## config.mk

```make
export PLATFORM = sky130hd
export DESIGN_NAME = dcs_arith
export DESIGN_NICKNAME = d
export VERILOG_FILES = /design/src/hw/rtl/dcs_pkg.sv /design/src/hw/rtl/dcs_arith.sv
export SDC_FILE = /design/constraint.sdc
export NUM_CORES = 1
export LEC_CHECK = 0
export BUFFER_PORTS_ARGS = -buffer_cell sky130_fd_sc_hd__clkbuf_2
export CAP_MARGIN = 20
export CORE_ASPECT_RATIO = 0.75
export CORE_MARGIN = 2
export CORE_UTILIZATION = 55
export CTS_BUF_LIST = sky130_fd_sc_hd__clkbuf_4 sky130_fd_sc_hd__clkbuf_8
export CTS_CLUSTER_DIAMETER = 60
export DETAILED_ROUTE_END_ITERATION = 16
export GPL_ROUTABILITY_DRIVEN = 0
export PLACE_DENSITY = 0.83
export SETUP_SLACK_MARGIN = 0.15
export SYNTH_ARGS = -nofsm -noshare
export SYNTH_HDL_FRONTEND = slang
export SYNTH_SLANG_ARGS = --single-unit
```

## constraint.sdc

```tcl
create_clock -name clk -period 10.56 [get_ports clk]
set_input_delay 0.528 -clock clk [delete_from_list [all_inputs] [get_ports clk]]
set_output_delay 0.528 -clock clk [all_outputs]
set_load 0.01 [all_outputs]
```

## src/hw/rtl/dcs_pkg.sv

```systemverilog
// Shared constants, codes and types of the distance constraint solver.
// No dependencies; used by the interfaces, the arithmetic unit, the top level, the checker and the testbench.

package dcs_pkg;

	// Particle store
	localparam int PARTICLES = 1024;
	localparam int ADDR_W    = (PARTICLES > 1) ? $clog2(PARTICLES) : 1;

	// Field widths
	localparam int IDX_W     = 10;
	localparam int POS_W     = 32;
	localparam int MASS_W    = 32;
	localparam int FRC_W     = 48;
	localparam int REST_W    = 31;
	localparam int CFG_W     = 48;
	localparam int CFG_IDX_W = 2;

	// Arithmetic unit widths
	localparam int MUL_A_W = 51;
	localparam int MUL_B_W = 48;
	localparam int PROD_W  = MUL_A_W + MUL_B_W;
	localparam int DIV_N_W = 50;
	localparam int DIV_D_W = 34;
	localparam int ROOT_W  = 34;
	localparam int RAD_W   = 2 * ROOT_W;
	localparam int ARG_W   = RAD_W;
	localparam int CNT_W   = 6;

	// Magnitude limits of the scaled products
	localparam logic [46:0] T_LIM = 47'h4000_0000_0000;
	localparam logic [46:0] F_LIM = 47'h7FFF_FFFF_FFFF;

	localparam logic [CFG_W-1:0] INV_DT_SQ_RST = 48'd65536;

	// Register indexes
	localparam logic [CFG_IDX_W-1:0] REG_STRETCH_ALPHA = 2'd0;
	localparam logic [CFG_IDX_W-1:0] REG_BEND_ALPHA    = 2'd1;
	localparam logic [CFG_IDX_W-1:0] REG_INV_DT_SQ     = 2'd2;

	typedef enum logic [1:0] {
		FN_WRITE = 2'd0,
		FN_SOLVE = 2'd1,
		FN_READ  = 2'd2,
		FN_CLEAR = 2'd3
	} func_t;

	typedef enum logic [1:0] {
		STS_READ    = 2'd0,
		STS_APPLIED = 2'd1,
		STS_SKIPPED = 2'd2
	} status_t;

	typedef enum logic [1:0] {
		AOP_MUL  = 2'd0,
		AOP_DIV  = 2'd1,
		AOP_SQRT = 2'd2
	} arith_op_t;

	typedef struct packed {
		logic            start;
		arith_op_t       op;
		logic [ARG_W-1:0] opa;
		logic [MUL_B_W-1:0] opb;
	} arith_req_t;

	typedef struct packed {
		logic              done;
		logic [PROD_W-1:0] res;
	} arith_rsp_t;

	typedef struct packed {
		logic [2:0][POS_W-1:0] pos;
		logic [MASS_W-1:0]     inv_mass;
	} part_t;

	typedef logic [2:0][FRC_W-1:0] frc_t;

endpackage

```

## src/hw/rtl/dcs_arith.sv

```systemverilog
// Shared iterative arithmetic unit: shift-add multiply, restoring divide, integer square root.
// Depends on dcs_pkg for the request and response types.

module dcs_arith (
	input  logic                clk,
	input  logic                arst_n,
	input  dcs_pkg::arith_req_t req,
	output dcs_pkg::arith_rsp_t rsp
);

	logic                        busy_q;
	dcs_pkg::arith_op_t          op_q;
	logic [dcs_pkg::CNT_W-1:0]   cnt_q;

	// multiplier state
	logic [dcs_pkg::PROD_W-1:0]  mx_q;
	logic [dcs_pkg::MUL_B_W-1:0] my_q;
	logic [dcs_pkg::PROD_W-1:0]  macc_q;

	// divider state
	logic [dcs_pkg::DIV_N_W-1:0] dn_q;
	logic [dcs_pkg::DIV_D_W-1:0] dd_q;
	logic [dcs_pkg::DIV_D_W-1:0] drem_q;

	// square root state
	logic [dcs_pkg::RAD_W-1:0]   sr_q;
	logic [dcs_pkg::ROOT_W-1:0]  root_q;
	logic [dcs_pkg::ROOT_W:0]    srem_q;

	logic [dcs_pkg::DIV_D_W:0]   d_sh;
	logic                        d_ge;
	logic [dcs_pkg::ROOT_W+2:0]  s_sh;
	logic [dcs_pkg::ROOT_W+2:0]  s_trial;
	logic                        s_ge;
	logic                        done;

	// One divide and one root step from the current remainders
	always_comb begin
		d_sh    = {drem_q, dn_q[dcs_pkg::DIV_N_W-1]};
		d_ge    = d_sh >= {1'b0, dd_q};
		s_sh    = {srem_q, sr_q[dcs_pkg::RAD_W-1 -: 2]};
		s_trial = {1'b0, root_q, 2'b01};
		s_ge    = s_sh >= s_trial;
	end

	always_comb begin
		case (op_q)
			dcs_pkg::AOP_MUL: done = busy_q && (my_q == '0);
			default:          done = busy_q && (cnt_q == '0);
		endcase
	end

	assign rsp.done = done;

	always_comb begin
		case (op_q)
			dcs_pkg::AOP_MUL:  rsp.res = macc_q;
			dcs_pkg::AOP_DIV:  rsp.res = dcs_pkg::PROD_W'(dn_q);
			dcs_pkg::AOP_SQRT: rsp.res = dcs_pkg::PROD_W'(root_q);
			default:           rsp.res = macc_q;
		endcase
	end

	// Control: launch on start, drop busy once the result is shown
	always_ff @(posedge clk or negedge arst_n) begin
		if (!arst_n) begin
			busy_q <= 1'b0;
			op_q   <= dcs_pkg::AOP_MUL;
			cnt_q  <= '0;
		end else if (req.start) begin
			busy_q <= 1'b1;
			op_q   <= req.op;
			case (req.op)
				dcs_pkg::AOP_DIV:  cnt_q <= dcs_pkg::CNT_W'(dcs_pkg::DIV_N_W);
				dcs_pkg::AOP_SQRT: cnt_q <= dcs_pkg::CNT_W'(dcs_pkg::ROOT_W);
				default:           cnt_q <= '0;
			endcase
		end else if (done) begin
			busy_q <= 1'b0;
		end else if (busy_q && cnt_q != '0) begin
			cnt_q <= cnt_q - 1'b1;
		end
	end

	// Datapath: load operands, then one bit (or one root digit) per cycle
	always_ff @(posedge clk) begin
		if (req.start) begin
			mx_q   <= dcs_pkg::PROD_W'(req.opa[dcs_pkg::MUL_A_W-1:0]);
			my_q   <= req.opb;
			macc_q <= '0;
			dn_q   <= req.opa[dcs_pkg::DIV_N_W-1:0];
			dd_q   <= req.opb[dcs_pkg::DIV_D_W-1:0];
			drem_q <= '0;
			sr_q   <= req.opa;
			root_q <= '0;
			srem_q <= '0;
		end else if (busy_q && !done) begin
			case (op_q)
				dcs_pkg::AOP_MUL: begin
					if (my_q[0]) begin
						macc_q <= macc_q + mx_q;
					end
					mx_q <= {mx_q[dcs_pkg::PROD_W-2:0], 1'b0};
					my_q <= {1'b0, my_q[dcs_pkg::MUL_B_W-1:1]};
				end
				dcs_pkg::AOP_DIV: begin
					drem_q <= d_ge ? dcs_pkg::DIV_D_W'(d_sh - {1'b0, dd_q})
						: d_sh[dcs_pkg::DIV_D_W-1:0];
					dn_q   <= {dn_q[dcs_pkg::DIV_N_W-2:0], d_ge};
				end
				dcs_pkg::AOP_SQRT: begin
					srem_q <= s_ge ? (dcs_pkg::ROOT_W+1)'(s_sh - s_trial)
						: s_sh[dcs_pkg::ROOT_W:0];
					root_q <= {root_q[dcs_pkg::ROOT_W-2:0], s_ge};
					sr_q   <= {sr_q[dcs_pkg::RAD_W-3:0], 2'b00};
				end
				default: begin
					macc_q <= macc_q;
				end
			endcase
		end
	end

endmodule

```

; After elaboration in Yosys (flattened, before gate mapping)
; Index checks and enable logic that the tools add are counted.
[totals]
register_bits = 510
latch_bits = 0
ram_bits = 0
romBits = 0
out_inout_bits = 100
word_cells = 69
memories = 0
[op_classes]
addsub = 4
mul = 0
div = 0
magnitude_cmp = 2
n_eq_ne = 5
shifts = 0
mux = 22
bitwise = 0
reduce_logical = 23
[ops]
columns = op, count
row1 = 68-bit 2-to-1 mux, 3
row2 = 99-bit one-hot mux with 2 select lines, 1
row3 = 51-bit 2-to-1 mux, 3
row4 = 50-bit 2-to-1 mux, 3
row5 = 48-bit 2-to-1 mux, 3
row6 = 99-bit adder, 1
row7 = 48-bit logical NOT, 1
row8 = 37-bit by 36-bit greater-or-equal comparator with 1-bit output, 1
row9 = 35-bit by 34-bit greater-or-equal comparator with 1-bit output, 1
row10 = 35-bit 2-to-1 mux, 1
row11 = 35-bit subtractor, 1
row12 = 34-bit 2-to-1 mux, 1
row13 = 34-bit subtractor, 1
row14 = 6-bit 2-to-1 mux, 3
row15 = 2-bit AND reduction, 7
row16 = 6-bit one-hot mux with 2 select lines, 1
row17 = 2-bit nonzero test, 6
row18 = 6-bit logical NOT, 1
row19 = 6-bit nonzero test, 1
row20 = "6-bit by 1-bit subtractor with 6-bit output, second input constant", 1
row21 = "2-bit by 1-bit == test with 1-bit output, second input constant", 2
row22 = "2-bit == test, second input constant", 2
row23 = 1-bit logical AND, 4
row24 = 1-bit 2-to-1 mux, 3
row25 = 4 further kinds, 4

; Depth between registers and ports, before layout
; Gate-level depths: netlist of run 1.
[logic_depth]
depth_word = 7
depth_mapped = 15

; Least setup slack after synthesis of run 1
; No wires, ideal clock.
[synth_path]
path_type = flip-flop to flip-flop
startpoint = reg my_q[35] (netlist name)
endpoint = reg mx_q[0] (netlist name) (enable)
t_arrival_ps = 3784
required_ps = 9642
path_slack_ps = 5858
path_stages_with_launch = 8
cell_sequence = edfxtp_1 -> or4_1 -> or4_1 -> nor3_2 -> nand3b_2 -> buf_2 -> buf_1 -> nand2_1
[synth_via]
elab_chain_len = 7
[synth_rtl]
columns = item, line
row1 = from (decl), dcs_arith.sv:17  ; logic [dcs_pkg::MUL_B_W-1:0] my_q;
row2 = from (signal assigned), dcs_arith.sv:89  ; my_q <= req.opb;
row3 = from (signal assigned), dcs_arith.sv:104  ; my_q <= {1'b0, my_q[dcs_pkg::MUL_B_W-1:1]};
row4 = 48-bit logical NOT, dcs_arith.sv:48  ; dcs_pkg::AOP_MUL: done = busy_q && (my_q == '0);
row5 = 1-bit logical AND, dcs_arith.sv:48
row6 = 1-bit 2-to-1 mux, dcs_arith.sv:47  ; case (op_q)
row7 = 1-bit logical NOT, dcs_arith.sv:97  ; end else if (busy_q && !done) begin
row8 = 1-bit logical AND, dcs_arith.sv:97
row9 = 2-bit nonzero test (no line), --
row10 = 2-bit AND reduction (no line), --
row11 = to (signal assigned), dcs_arith.sv:88  ; mx_q <= dcs_pkg::PROD_W'(req.opa[dcs_pkg::MUL_A_W-1:0]);
row12 = to (signal assigned), dcs_arith.sv:103  ; mx_q <= {mx_q[dcs_pkg::PROD_W-2:0], 1'b0};
row13 = to (decl), dcs_arith.sv:16  ; logic [dcs_pkg::PROD_W-1:0] mx_q;
; Every way passes these cells.
; A chain may end at the register's enable or synchronous reset.

; Worst setup path after layout of run 1
[layout_path]
startpoint = reg my_q[35] (netlist name)
endpoint = reg macc_q[90] (netlist name)
[layout_via]
elab_chain_len = 6
[layout_rtl]
columns = item, line
row1 = 48-bit logical NOT, dcs_arith.sv:48
row2 = 1-bit logical AND, dcs_arith.sv:48
row3 = 1-bit 2-to-1 mux, dcs_arith.sv:47
row4 = 1-bit logical NOT, dcs_arith.sv:97
row5 = 1-bit logical AND, dcs_arith.sv:97
row6 = 3-bit AND reduction (no line), --
row7 = to (signal assigned), dcs_arith.sv:101  ; macc_q <= macc_q + mx_q;
row8 = to (signal assigned), dcs_arith.sv:118  ; macc_q <= macc_q;
row9 = to (decl), dcs_arith.sv:18  ; logic [dcs_pkg::PROD_W-1:0] macc_q;
; Every way passes these cells.

==> impl_metrics.prom, run 1 <==
# TYPE chip_impl_metric gauge
chip_impl_info{name="status",value="finished, final reports clean"} 1
chip_impl_metric{name="maxSlewHeadroom",unit=""} 0.271
chip_impl_metric{name="power_report.internal_total",unit="mW"} 4.07
chip_impl_info{name="worstSetupStartpointType",value="flip-flop"} 1
chip_impl_metric{name="layout.nets",unit=""} 4059
chip_impl_metric{name="via_per_instance_ratio",unit=""} 6.04
chip_impl_metric{name="report.final.hold_viol_count",unit=""} 0
chip_impl_metric{name="share_of_flip_flops_with_an_asynchronous_set_or_reset",unit=""} 0.0176
chip_impl_metric{name="maximum_number_of_pins_on_one_net_before_global_route_repair",unit=""} 119
chip_impl_metric{name="critPathMaxFanout",unit=""} 58
chip_impl_metric{name="tightest_slew",unit="ns"} 1.09
chip_impl_metric{name="final_critical_path_required_period",unit="ns"} 5.12
chip_impl_metric{name="synthesis.instances",unit=""} 3628
chip_impl_metric{name="vias_in_the_first_global_route",unit=""} 24900
chip_impl_metric{name="pwr_density_cell",unit="nW/um^2"} 187
chip_impl_info{name="unrepaired_setup_endpoints_after_global_routing",value="no"} 1
chip_impl_metric{name="design.portCount",unit=""} 221
chip_impl_metric{name="grt_pass1_wl",unit="mm"} 135
chip_impl_info{name="root_buffer",value="clkbuf_8"} 1
chip_impl_metric{name="die_height",unit="microns"} 210
chip_impl_metric{name="cp_data_arrival_time",unit="ns"} 5.68
chip_impl_info{name="clock_tree_from_tritoncts",value="done"} 1
chip_impl_metric{name="finalMaxSlewViolations",unit=""} 0
chip_impl_metric{name="setup_viol_count_final",unit=""} 0
chip_impl_metric{name="die-area",unit="sq um"} 58500
chip_impl_metric{name="route.vias.total",unit=""} 27500
chip_impl_metric{name="yosysWarnings",unit=""} 0
chip_impl_metric{name="ys_ff_latch",unit=""} 510
chip_impl_metric{name="coreArea",unit="sq um"} 55900
chip_impl_metric{name="final_cells",unit=""} 4552
chip_impl_metric{name="placement_rows",unit=""} 75
chip_impl_metric{name="grt_antenna_before_repair",unit=""} 0
chip_impl_metric{name="logic_gate_share_of_total_power",unit=""} 0.334
chip_impl_metric{name="insertion_delay",unit="ns"} 0.71
chip_impl_metric{name="route.antenna.remaining_nets",unit=""} 0
chip_impl_metric{name="placement.io_buffers",unit=""} 220
chip_impl_metric{name="number_of_enable_type_register_cells_in_the_synthesized_netlist",unit=""} 251
chip_impl_metric{name="p_leak",unit="nW"} 14.2
chip_impl_info{name="criticalPathCategory",value="flip-flop to flip-flop"} 1
chip_impl_metric{name="seqPwrFrac",unit=""} 0.393
chip_impl_metric{name="routedWlPerCell",unit="microns"} 18.7
chip_impl_metric{name="synth-seq-area-share",unit=""} 0.410
chip_impl_metric{name="power.switching_fraction",unit=""} 0.362
chip_impl_metric{name="worst_clock_skew",unit="ns"} 0.0427
chip_impl_metric{name="drt_iter0_drc",unit=""} 3386
chip_impl_info{name="min_path_type",value="input pin to flip-flop"} 1
chip_impl_info{name="worst_path_max_delay_cell",value="buf_4"} 1
chip_impl_metric{name="setup-tns-final",unit="ns"} 0
chip_impl_metric{name="hpwl",unit="mm"} 61.3
chip_impl_metric{name="seq_area",unit="sq um"} 12800
chip_impl_metric{name="synth_cell_type_count",unit=""} 110
chip_impl_metric{name="share_clk_of_total_power",unit=""} 0.274
chip_impl_metric{name="crit_path_max_incr_delay",unit="ns"} 0.61
chip_impl_metric{name="inserted_diodes",unit=""} 0
chip_impl_metric{name="synthesis.nets",unit=""} 3925
chip_impl_info{name="timing.critical_path.cells",value="or4_1 > or4_1 > nor3_2 > nand3b_2 > buf_4 > inv_2 > nand2_4 > buf_4 > nor2_1 > and3_1 > mux2i_1 > nand3_1"} 1
chip_impl_metric{name="cts_buffer_depth",unit=""} 3
chip_impl_metric{name="global_route.usage.total",unit=""} 0.285
chip_impl_metric{name="route.detailed.drc",unit=""} 0
chip_impl_metric{name="drv.max_cap_violation_count",unit=""} 0
chip_impl_metric{name="netlist_area",unit="sq um"} 31100
chip_impl_metric{name="worst_ir_drop_vdd",unit="mV"} 0.203
chip_impl_metric{name="drive_above_1_share",unit=""} 0.132
chip_impl_info{name="worstSetupEndpointType",value="flip-flop"} 1
chip_impl_metric{name="cts_num_sinks",unit=""} 510
chip_impl_metric{name="route.final.wire_length",unit="mm"} 85.3
chip_impl_metric{name="detailedRoute.firstPassIterationCount",unit=""} 9
chip_impl_metric{name="placed_cells_incl_taps",unit=""} 4405
chip_impl_metric{name="die_w",unit="microns"} 279
chip_impl_metric{name="num-fill-cells",unit=""} 4652
chip_impl_metric{name="multiInputGateArea",unit="sq um"} 16500
chip_impl_metric{name="max_freq",unit="MHz"} 195
chip_impl_metric{name="initial_utilization",unit=""} 0.557
chip_impl_metric{name="cts_inserted_buffers",unit=""} 79
chip_impl_metric{name="post_synth.cell_area_avg",unit="sq um"} 8.58
chip_impl_metric{name="area.growth.synth_to_final",unit="%"} 9.80
chip_impl_info{name="ys_dominant_reg_cell",value="edfxtp_1"} 1
chip_impl_metric{name="grt_residual_overflow",unit=""} 0
chip_impl_metric{name="switch_pwr",unit="mW"} 2.31
chip_impl_metric{name="worstPathRequired",unit="ns"} 11.13
chip_impl_metric{name="fin_crit_sh",unit=""} 0.484
chip_impl_metric{name="cts.htree.levels",unit=""} 3
chip_impl_metric{name="path_clk_slew",unit="ns"} 0.06
## worst max-delay path: cells and delay by family (launching register included)
family	cells	cell delay, ns
multiplexers	1	0.13
flip-flops	1	0.38
AND/OR/NAND/NOR	8	2.79
buffers and inverters	3	1.59
## cell type report
cell class | count | share of cell area
clock inverter | 29 | 0.00703
sequential | 510 | 0.374
tap | 731 | 0.0268
clock buffer | 111 | 0.0407
inverter | 288 | 0.0316
multi-input combinational | 2637 | 0.482
timing repair buffer | 246 | 0.0387
## sequential cells by signal (all words and copies together) (netlist names)
register / count
my_q: 48
srem_q: 35
mx_q: 99
dd_q: 34
dn_q: 50
busy_q: 1
cnt_q: 6
root_q: 34
sr_q: 68
drem_q: 34
op_q: 2
macc_q: 99
## cell families after synthesis
kind of cell    after synthesis  share of synthesized area
fa+ha+maj                   176                     0.0712
xor+xnor                    142                     0.0400
simple gates               1098                      0.160
compound gates             1132                      0.225
mux                          89                     0.0312
flops                       510                      0.410
buf+inv                     481                     0.0629
## power groups by stage
stage	combinational (mW)	clock, mW	sequential, mW
2_1_floorplan	1.63	0	2.48
3_3_place_gp	2.03	0	2.53
3_5_place_dp	2.07	0	2.54
4_1_cts	2.09	1.77	2.50
5_1_grt	2.35	1.86	2.53
6_report	2.13	1.75	2.50
## path summary, 6_finish.rpt
path,from,to,slack (ns),depth (start not counted)
worst max-delay path,my_q[35]$_DFFE_PP_,macc_q[90]$_SDFFE_PP0P_,5.44,12
worst min-delay path,req[24],dd_q[24]$_DFFE_PP_,0.04,1
worst max register to register,my_q[35]$_DFFE_PP_,macc_q[90]$_SDFFE_PP0P_,5.44,12
worst min register to register,mx_q[69]$_SDFFE_PP0P_,mx_q[70]$_SDFFE_PP0P_,0.46,2
max in group asynchronous,arst_n,cnt_q[1]$_DFFE_PN0P_,9.99,2
min in group asynchronous,arst_n,cnt_q[3]$_DFFE_PN0P_,0.37,2
## layout by cell type (no fill, tap or decap), types with 24 or more instances in the layout
| cell type | count |
|---|---|
| nand4_1 | 55 |
| nor3_1 | 60 |
| a31oi_1 | 30 |
| o21a_1 | 25 |
| ha_1 | 173 |
| a21oi_1 | 407 |
| clkbuf_2 | 219 |
| xnor2_1 | 82 |
| mux2_2 | 65 |
| inv_1 | 285 |
| mux2i_1 | 24 |
| and3_1 | 26 |
| o21ai_0 | 292 |
| nand2_1 | 535 |
| xor2_1 | 60 |
| nor2_1 | 205 |
| dfxtp_1 | 250 |
| nand3_1 | 48 |
| a22oi_1 | 37 |
| o21bai_1 | 28 |
| a21o_1 | 100 |
| a211oi_1 | 44 |
| clkbuf_8 | 89 |
| nor2b_1 | 73 |
| edfxtp_1 | 251 |
## Yosys cell counts (all sizes together), types with 9 or more instances
cell / count / area share
inv: 287 / 0.035
nand2b: 11 / 0.0022
or2: 11 / 0.0022
ha: 174 / 0.070
xor2: 60 / 0.017
dfrtp: 9 / 0.0072
nor4: 20 / 0.0044
and3: 28 / 0.0057
o21a: 25 / 0.0060
dfxtp: 250 / 0.16
o211ai: 22 / 0.0053
clkbuf: 130 / 0.016
buf: 63 / 0.012
nand4: 55 / 0.011
a21oi: 409 / 0.066
a31oi: 31 / 0.0067
mux2i: 24 / 0.0077
nor2b: 73 / 0.015
nor3: 61 / 0.010
o21ai: 306 / 0.050
xnor2: 82 / 0.023
nand3: 49 / 0.0080
a22oi: 37 / 0.0089
mux2: 65 / 0.024
a21o: 102 / 0.025
edfxtp: 251 / 0.24
nor2: 209 / 0.026
and2: 13 / 0.0027
a211oi: 45 / 0.011
o21bai: 29 / 0.0074
nand2: 541 / 0.066
a211o: 10 / 0.0028
o31ai: 14 / 0.0041
## layer usage
layer  up-vias  wire length, microns  GRT usage
li1      13200                     -          -
met1     12900                 39100      0.426
met2      1263                 35800      0.418
met3       147                  8220     0.0590
met4         0                  2150     0.0803
met5         -                     0          0
## metrics by stage
step           total power [mW]   util  worst slack [ns]  cell area [sq um]  hold WS [ns]
2_1_floorplan              4.11      -              5.86              31100         0.232
6_report                   6.38  0.611              5.44              34200        0.0378
5_1_grt                    6.73  0.611              5.26              34200       0.00451
4_1_cts                    6.36  0.611              5.53              34200       0.00109
3_5_place_dp               4.61  0.581              5.55              32500         0.398
3_3_place_gp               4.56  0.581              5.62              32500         0.401
## what timing repair did
item                      4_1_cts  5_1_grt
buffers inserted                0        0
hold endpoints to repair       15        0
resized for setup               0        0
hold buffers                    7        0
(Power assumes the default switching activity.)
==> run 2: changes to the inputs <==
--- a/config.mk
+++ b/config.mk
@@ -14,7 +14,7 @@
 export CTS_CLUSTER_DIAMETER = 60
 export DETAILED_ROUTE_END_ITERATION = 16
 export GPL_ROUTABILITY_DRIVEN = 0
-export PLACE_DENSITY = 0.83
+export PLACE_DENSITY = 0.86
 export SETUP_SLACK_MARGIN = 0.15
 export SYNTH_ARGS = -nofsm -noshare
 export SYNTH_HDL_FRONTEND = slang
==> constraint.sdc (replaced) <==
create_clock -name clk -period 4.42 [get_ports clk]
set_input_delay 0.221 -clock clk [delete_from_list [all_inputs] [get_ports clk]]
set_output_delay 0.221 -clock clk [all_outputs]
set_load 0.01 [all_outputs]
==> run 2 against run 1 <==
  * Clock-buffer cell count decreased by 3
  * Fmax grew 32%
  * Global-route usage is 2.3 points higher
  * Largest cell class unchanged
  * Largest power group unchanged
  * Highest routed layer is now met5
==> impl_metrics.prom, run 2 (synthesis gave the netlist of run 1 again) <==
# TYPE chip_impl_metric gauge
chip_impl_info{name="status",value="finished, final reports clean"} 1
chip_impl_info{name="cpLargestDelayFamily",value="compound AO/OA/AOI/OAI gates"} 1
chip_impl_info{name="unrepaired_setup_endpoints_after_global_routing",value="no"} 1
chip_impl_metric{name="setup_viol_count_final",unit=""} 0
chip_impl_metric{name="power_report.internal_total",unit="mW"} 10.1
chip_impl_metric{name="share_clk_of_total_power",unit=""} 0.283
chip_impl_info{name="criticalPathCategory",value="flip-flop to flip-flop"} 1
chip_impl_metric{name="report.final.hold_viol_count",unit=""} 0
chip_impl_metric{name="coreArea",unit="sq um"} 55900
chip_impl_info{name="root_buffer",value="clkbuf_8"} 1
chip_impl_metric{name="hpwl",unit="mm"} 63.7
chip_impl_info{name="worstSetupEndpointType",value="flip-flop"} 1
chip_impl_metric{name="route.vias.total",unit=""} 28800
chip_impl_metric{name="drive_above_1_share",unit=""} 0.131
chip_impl_metric{name="route.detailed.drc",unit=""} 0
chip_impl_metric{name="critPathMaxFanout",unit=""} 8
chip_impl_metric{name="final_critical_path_required_period",unit="ns"} 3.87
chip_impl_metric{name="tightest_slew",unit="ns"} 0.972
chip_impl_metric{name="grt_antenna_before_repair",unit=""} 4
chip_impl_metric{name="cp_data_arrival_time",unit="ns"} 4.46
chip_impl_metric{name="fin_crit_sh",unit=""} 0.876
chip_impl_metric{name="global_route.usage.total",unit=""} 0.309
chip_impl_metric{name="maximum_number_of_pins_on_one_net_before_global_route_repair",unit=""} 191
chip_impl_metric{name="hold_ws",unit="ns"} 0.262
chip_impl_metric{name="insertion_delay",unit="ns"} 0.71
chip_impl_metric{name="crit_path_max_incr_delay",unit="ns"} 0.64
chip_impl_metric{name="max_freq",unit="MHz"} 258
chip_impl_metric{name="layout_setup_ws",unit="ns"} 0.548
chip_impl_metric{name="placement_rows",unit=""} 75
chip_impl_metric{name="postPlaceCellArea",unit="sq um"} 32600
chip_impl_metric{name="detailedRoute.firstPassIterationCount",unit=""} 7
chip_impl_metric{name="placement.io_buffers",unit=""} 220
chip_impl_metric{name="worst_clock_skew",unit="ns"} 0.0457
chip_impl_metric{name="die_w",unit="microns"} 279
chip_impl_metric{name="grt_residual_overflow",unit=""} 0
chip_impl_metric{name="post-place-ws",unit="ns"} 0.787
chip_impl_info{name="worst_path_max_delay_cell",value="a311oi_1"} 1
chip_impl_metric{name="cts_buffer_depth",unit=""} 3
chip_impl_metric{name="power.switching_fraction",unit=""} 0.366
chip_impl_info{name="worstSetupStartpointType",value="flip-flop"} 1
chip_impl_metric{name="grt_pass1_wl",unit="mm"} 145
chip_impl_metric{name="pwr_density_cell",unit="nW/um^2"} 446
chip_impl_metric{name="die-area",unit="sq um"} 58500
chip_impl_info{name="mostFrequentLayoutCells",value="535 x nand2_1, 407 x a21oi_1, 292 x o21ai_0"} 1
chip_impl_metric{name="cp_num_buf_inv",unit=""} 0
chip_impl_info{name="top_regs",value="macc_q: 99 flops, mx_q: 99 flops, sr_q: 68 flops"} 1
chip_impl_info{name="critical_path.most_common_cell",value="nand3_1"} 1
chip_impl_metric{name="route.antenna.remaining_nets",unit=""} 0
chip_impl_metric{name="area.growth.synth_to_final",unit="%"} 14.2
chip_impl_metric{name="finalMaxSlewViolations",unit=""} 0
chip_impl_info{name="layout_commonest_cell",value="nand2_1"} 1
chip_impl_metric{name="cts_inserted_buffers",unit=""} 82
chip_impl_metric{name="path_clk_slew",unit="ns"} 0.07
chip_impl_info{name="timing.critical_path.cells",value="ha_1 > a21oi_1 > nand2_1 > a221oi_2 > o31a_1 > o21ai_1 > a31o_2 > a311oi_1 > nor2_1 > nand3_1 > a211o_1 > nand3_1"} 1
chip_impl_metric{name="vias_in_the_first_global_route",unit=""} 27100
chip_impl_metric{name="worstPathRequired",unit="ns"} 5.00
chip_impl_metric{name="via_per_instance_ratio",unit=""} 6.15
chip_impl_metric{name="route.final.wire_length",unit="mm"} 93.0
chip_impl_metric{name="fin_util",unit=""} 0.636
chip_impl_info{name="min_path_type",value="input pin to flip-flop"} 1
chip_impl_metric{name="drt_iter0_drc",unit=""} 4210
chip_impl_metric{name="switch_pwr",unit="mW"} 5.80
chip_impl_metric{name="cts_num_sinks",unit=""} 510
chip_impl_metric{name="p_leak",unit="nW"} 14.8
chip_impl_metric{name="maxSlewHeadroom",unit=""} 0.352
chip_impl_metric{name="final_design_area_no_fill",unit="sq um"} 35600
chip_impl_info{name="clock_tree_from_tritoncts",value="done"} 1
chip_impl_metric{name="initial_utilization",unit=""} 0.557
chip_impl_metric{name="logic_gate_share_of_total_power",unit=""} 0.339
chip_impl_metric{name="seqPwrFrac",unit=""} 0.379
chip_impl_metric{name="drv.max_cap_violation_count",unit=""} 0
chip_impl_metric{name="layout.nets",unit=""} 4185
chip_impl_metric{name="die_height",unit="microns"} 210
chip_impl_metric{name="cts_resized",unit=""} 0
chip_impl_metric{name="setup-tns-final",unit="ns"} 0
chip_impl_metric{name="routedWlPerCell",unit="microns"} 19.9
chip_impl_metric{name="worst_ir_drop_vdd",unit="mV"} 0.410
chip_impl_metric{name="design.portCount",unit=""} 221
chip_impl_metric{name="cts.htree.levels",unit=""} 3
-- run 2: changes by cell type in the layout (fill, tap and decap cells not counted), moves of 2 or more --
cell	change
clkinvlp_4	-4
clkinv_2	+5
buf_12	+4
buf_4	+5
bufinv_16	+4
inv_8	-2
clkinv_1	+6
clkbuf_8	-2
dlygate4sd3_1	+114
-- run 2: layer usage --
metal | vias to the layer above | GRT usage | wire length, microns
met5 | - | 0 | 9
met3 | 284 | 0.0786 | 10600
met1 | 13400 | 0.430 | 39000
met4 | 2 | 0.139 | 4180
met2 | 1767 | 0.452 | 39300
li1 | 13400 | - | -
-- run 2: worst paths after layout --
path / to / cells after the start / slack [ns] / start
max in group asynchronous: cnt_q[0]$_DFFE_PN0P_ / 3 / 3.49 / arst_n
min reg2reg: mx_q[69]$_SDFFE_PP0P_ / 2 / 0.47 / mx_q[68]$_SDFFE_PP0P_
max: macc_q[53]$_SDFFE_PP0P_ / 12 / 0.55 / mx_q[11]$_DFFE_PP_
max reg2reg: macc_q[53]$_SDFFE_PP0P_ / 12 / 0.55 / mx_q[11]$_DFFE_PP_
min in group asynchronous: op_q[0]$_DFFE_PN0P_ / 3 / 0.62 / arst_n
min: dd_q[18]$_DFFE_PP_ / 2 / 0.26 / req[18]
-- run 2: cell type report --
| class | instances | area (sq um) |
|---|---|---|
| clock buffer | 108 | 1360 |
| multi-input combinational | 2637 | 16500 |
| fill | 4390 | 20400 |
| sequential | 510 | 12800 |
| antenna | 1 | 2.50 |
| clock inverter | 41 | 389 |
| timing repair buffer | 369 | 2580 |
| tap | 731 | 915 |
| inverter | 288 | 1080 |
-- run 2: worst reg2reg max path: cells and delay by family (launching register included) --
kind                     cells  cell delay [ns]
flip-flops                   1             0.44
AND/OR/NAND/NOR              4             0.63
AO/OA/AOI/OAI                7             2.23
adder cells (fa/ha/maj)      1             0.45
-- run 2: timing repair --
item,in CTS,in global routing
hold endpoints to repair,268,0
endpoints found under the setup margin,0,0
setup buffers,0,0
hold buffers,121,0
-- run 2: power by group through the flow --
stage	clock network, mW	logic, mW	registers, mW
3_3_place_gp	0	4.94	6.04
5_1_grt	4.69	5.83	6.05
2_1_floorplan	0	3.89	5.93
6_report	4.48	5.37	6.00
4_1_cts	4.47	5.21	5.98
3_5_place_dp	0	5.06	6.06
-- run 2: per-stage QoR --
stage | instances | power, mW
after floorplan | 3628 | 9.82
final | 4685 | 15.9
after global routing | 4685 | 16.6
after CTS | 4684 | 15.7
after global placement | 4414 | 11.0
after detailed placement | 4414 | 11.1
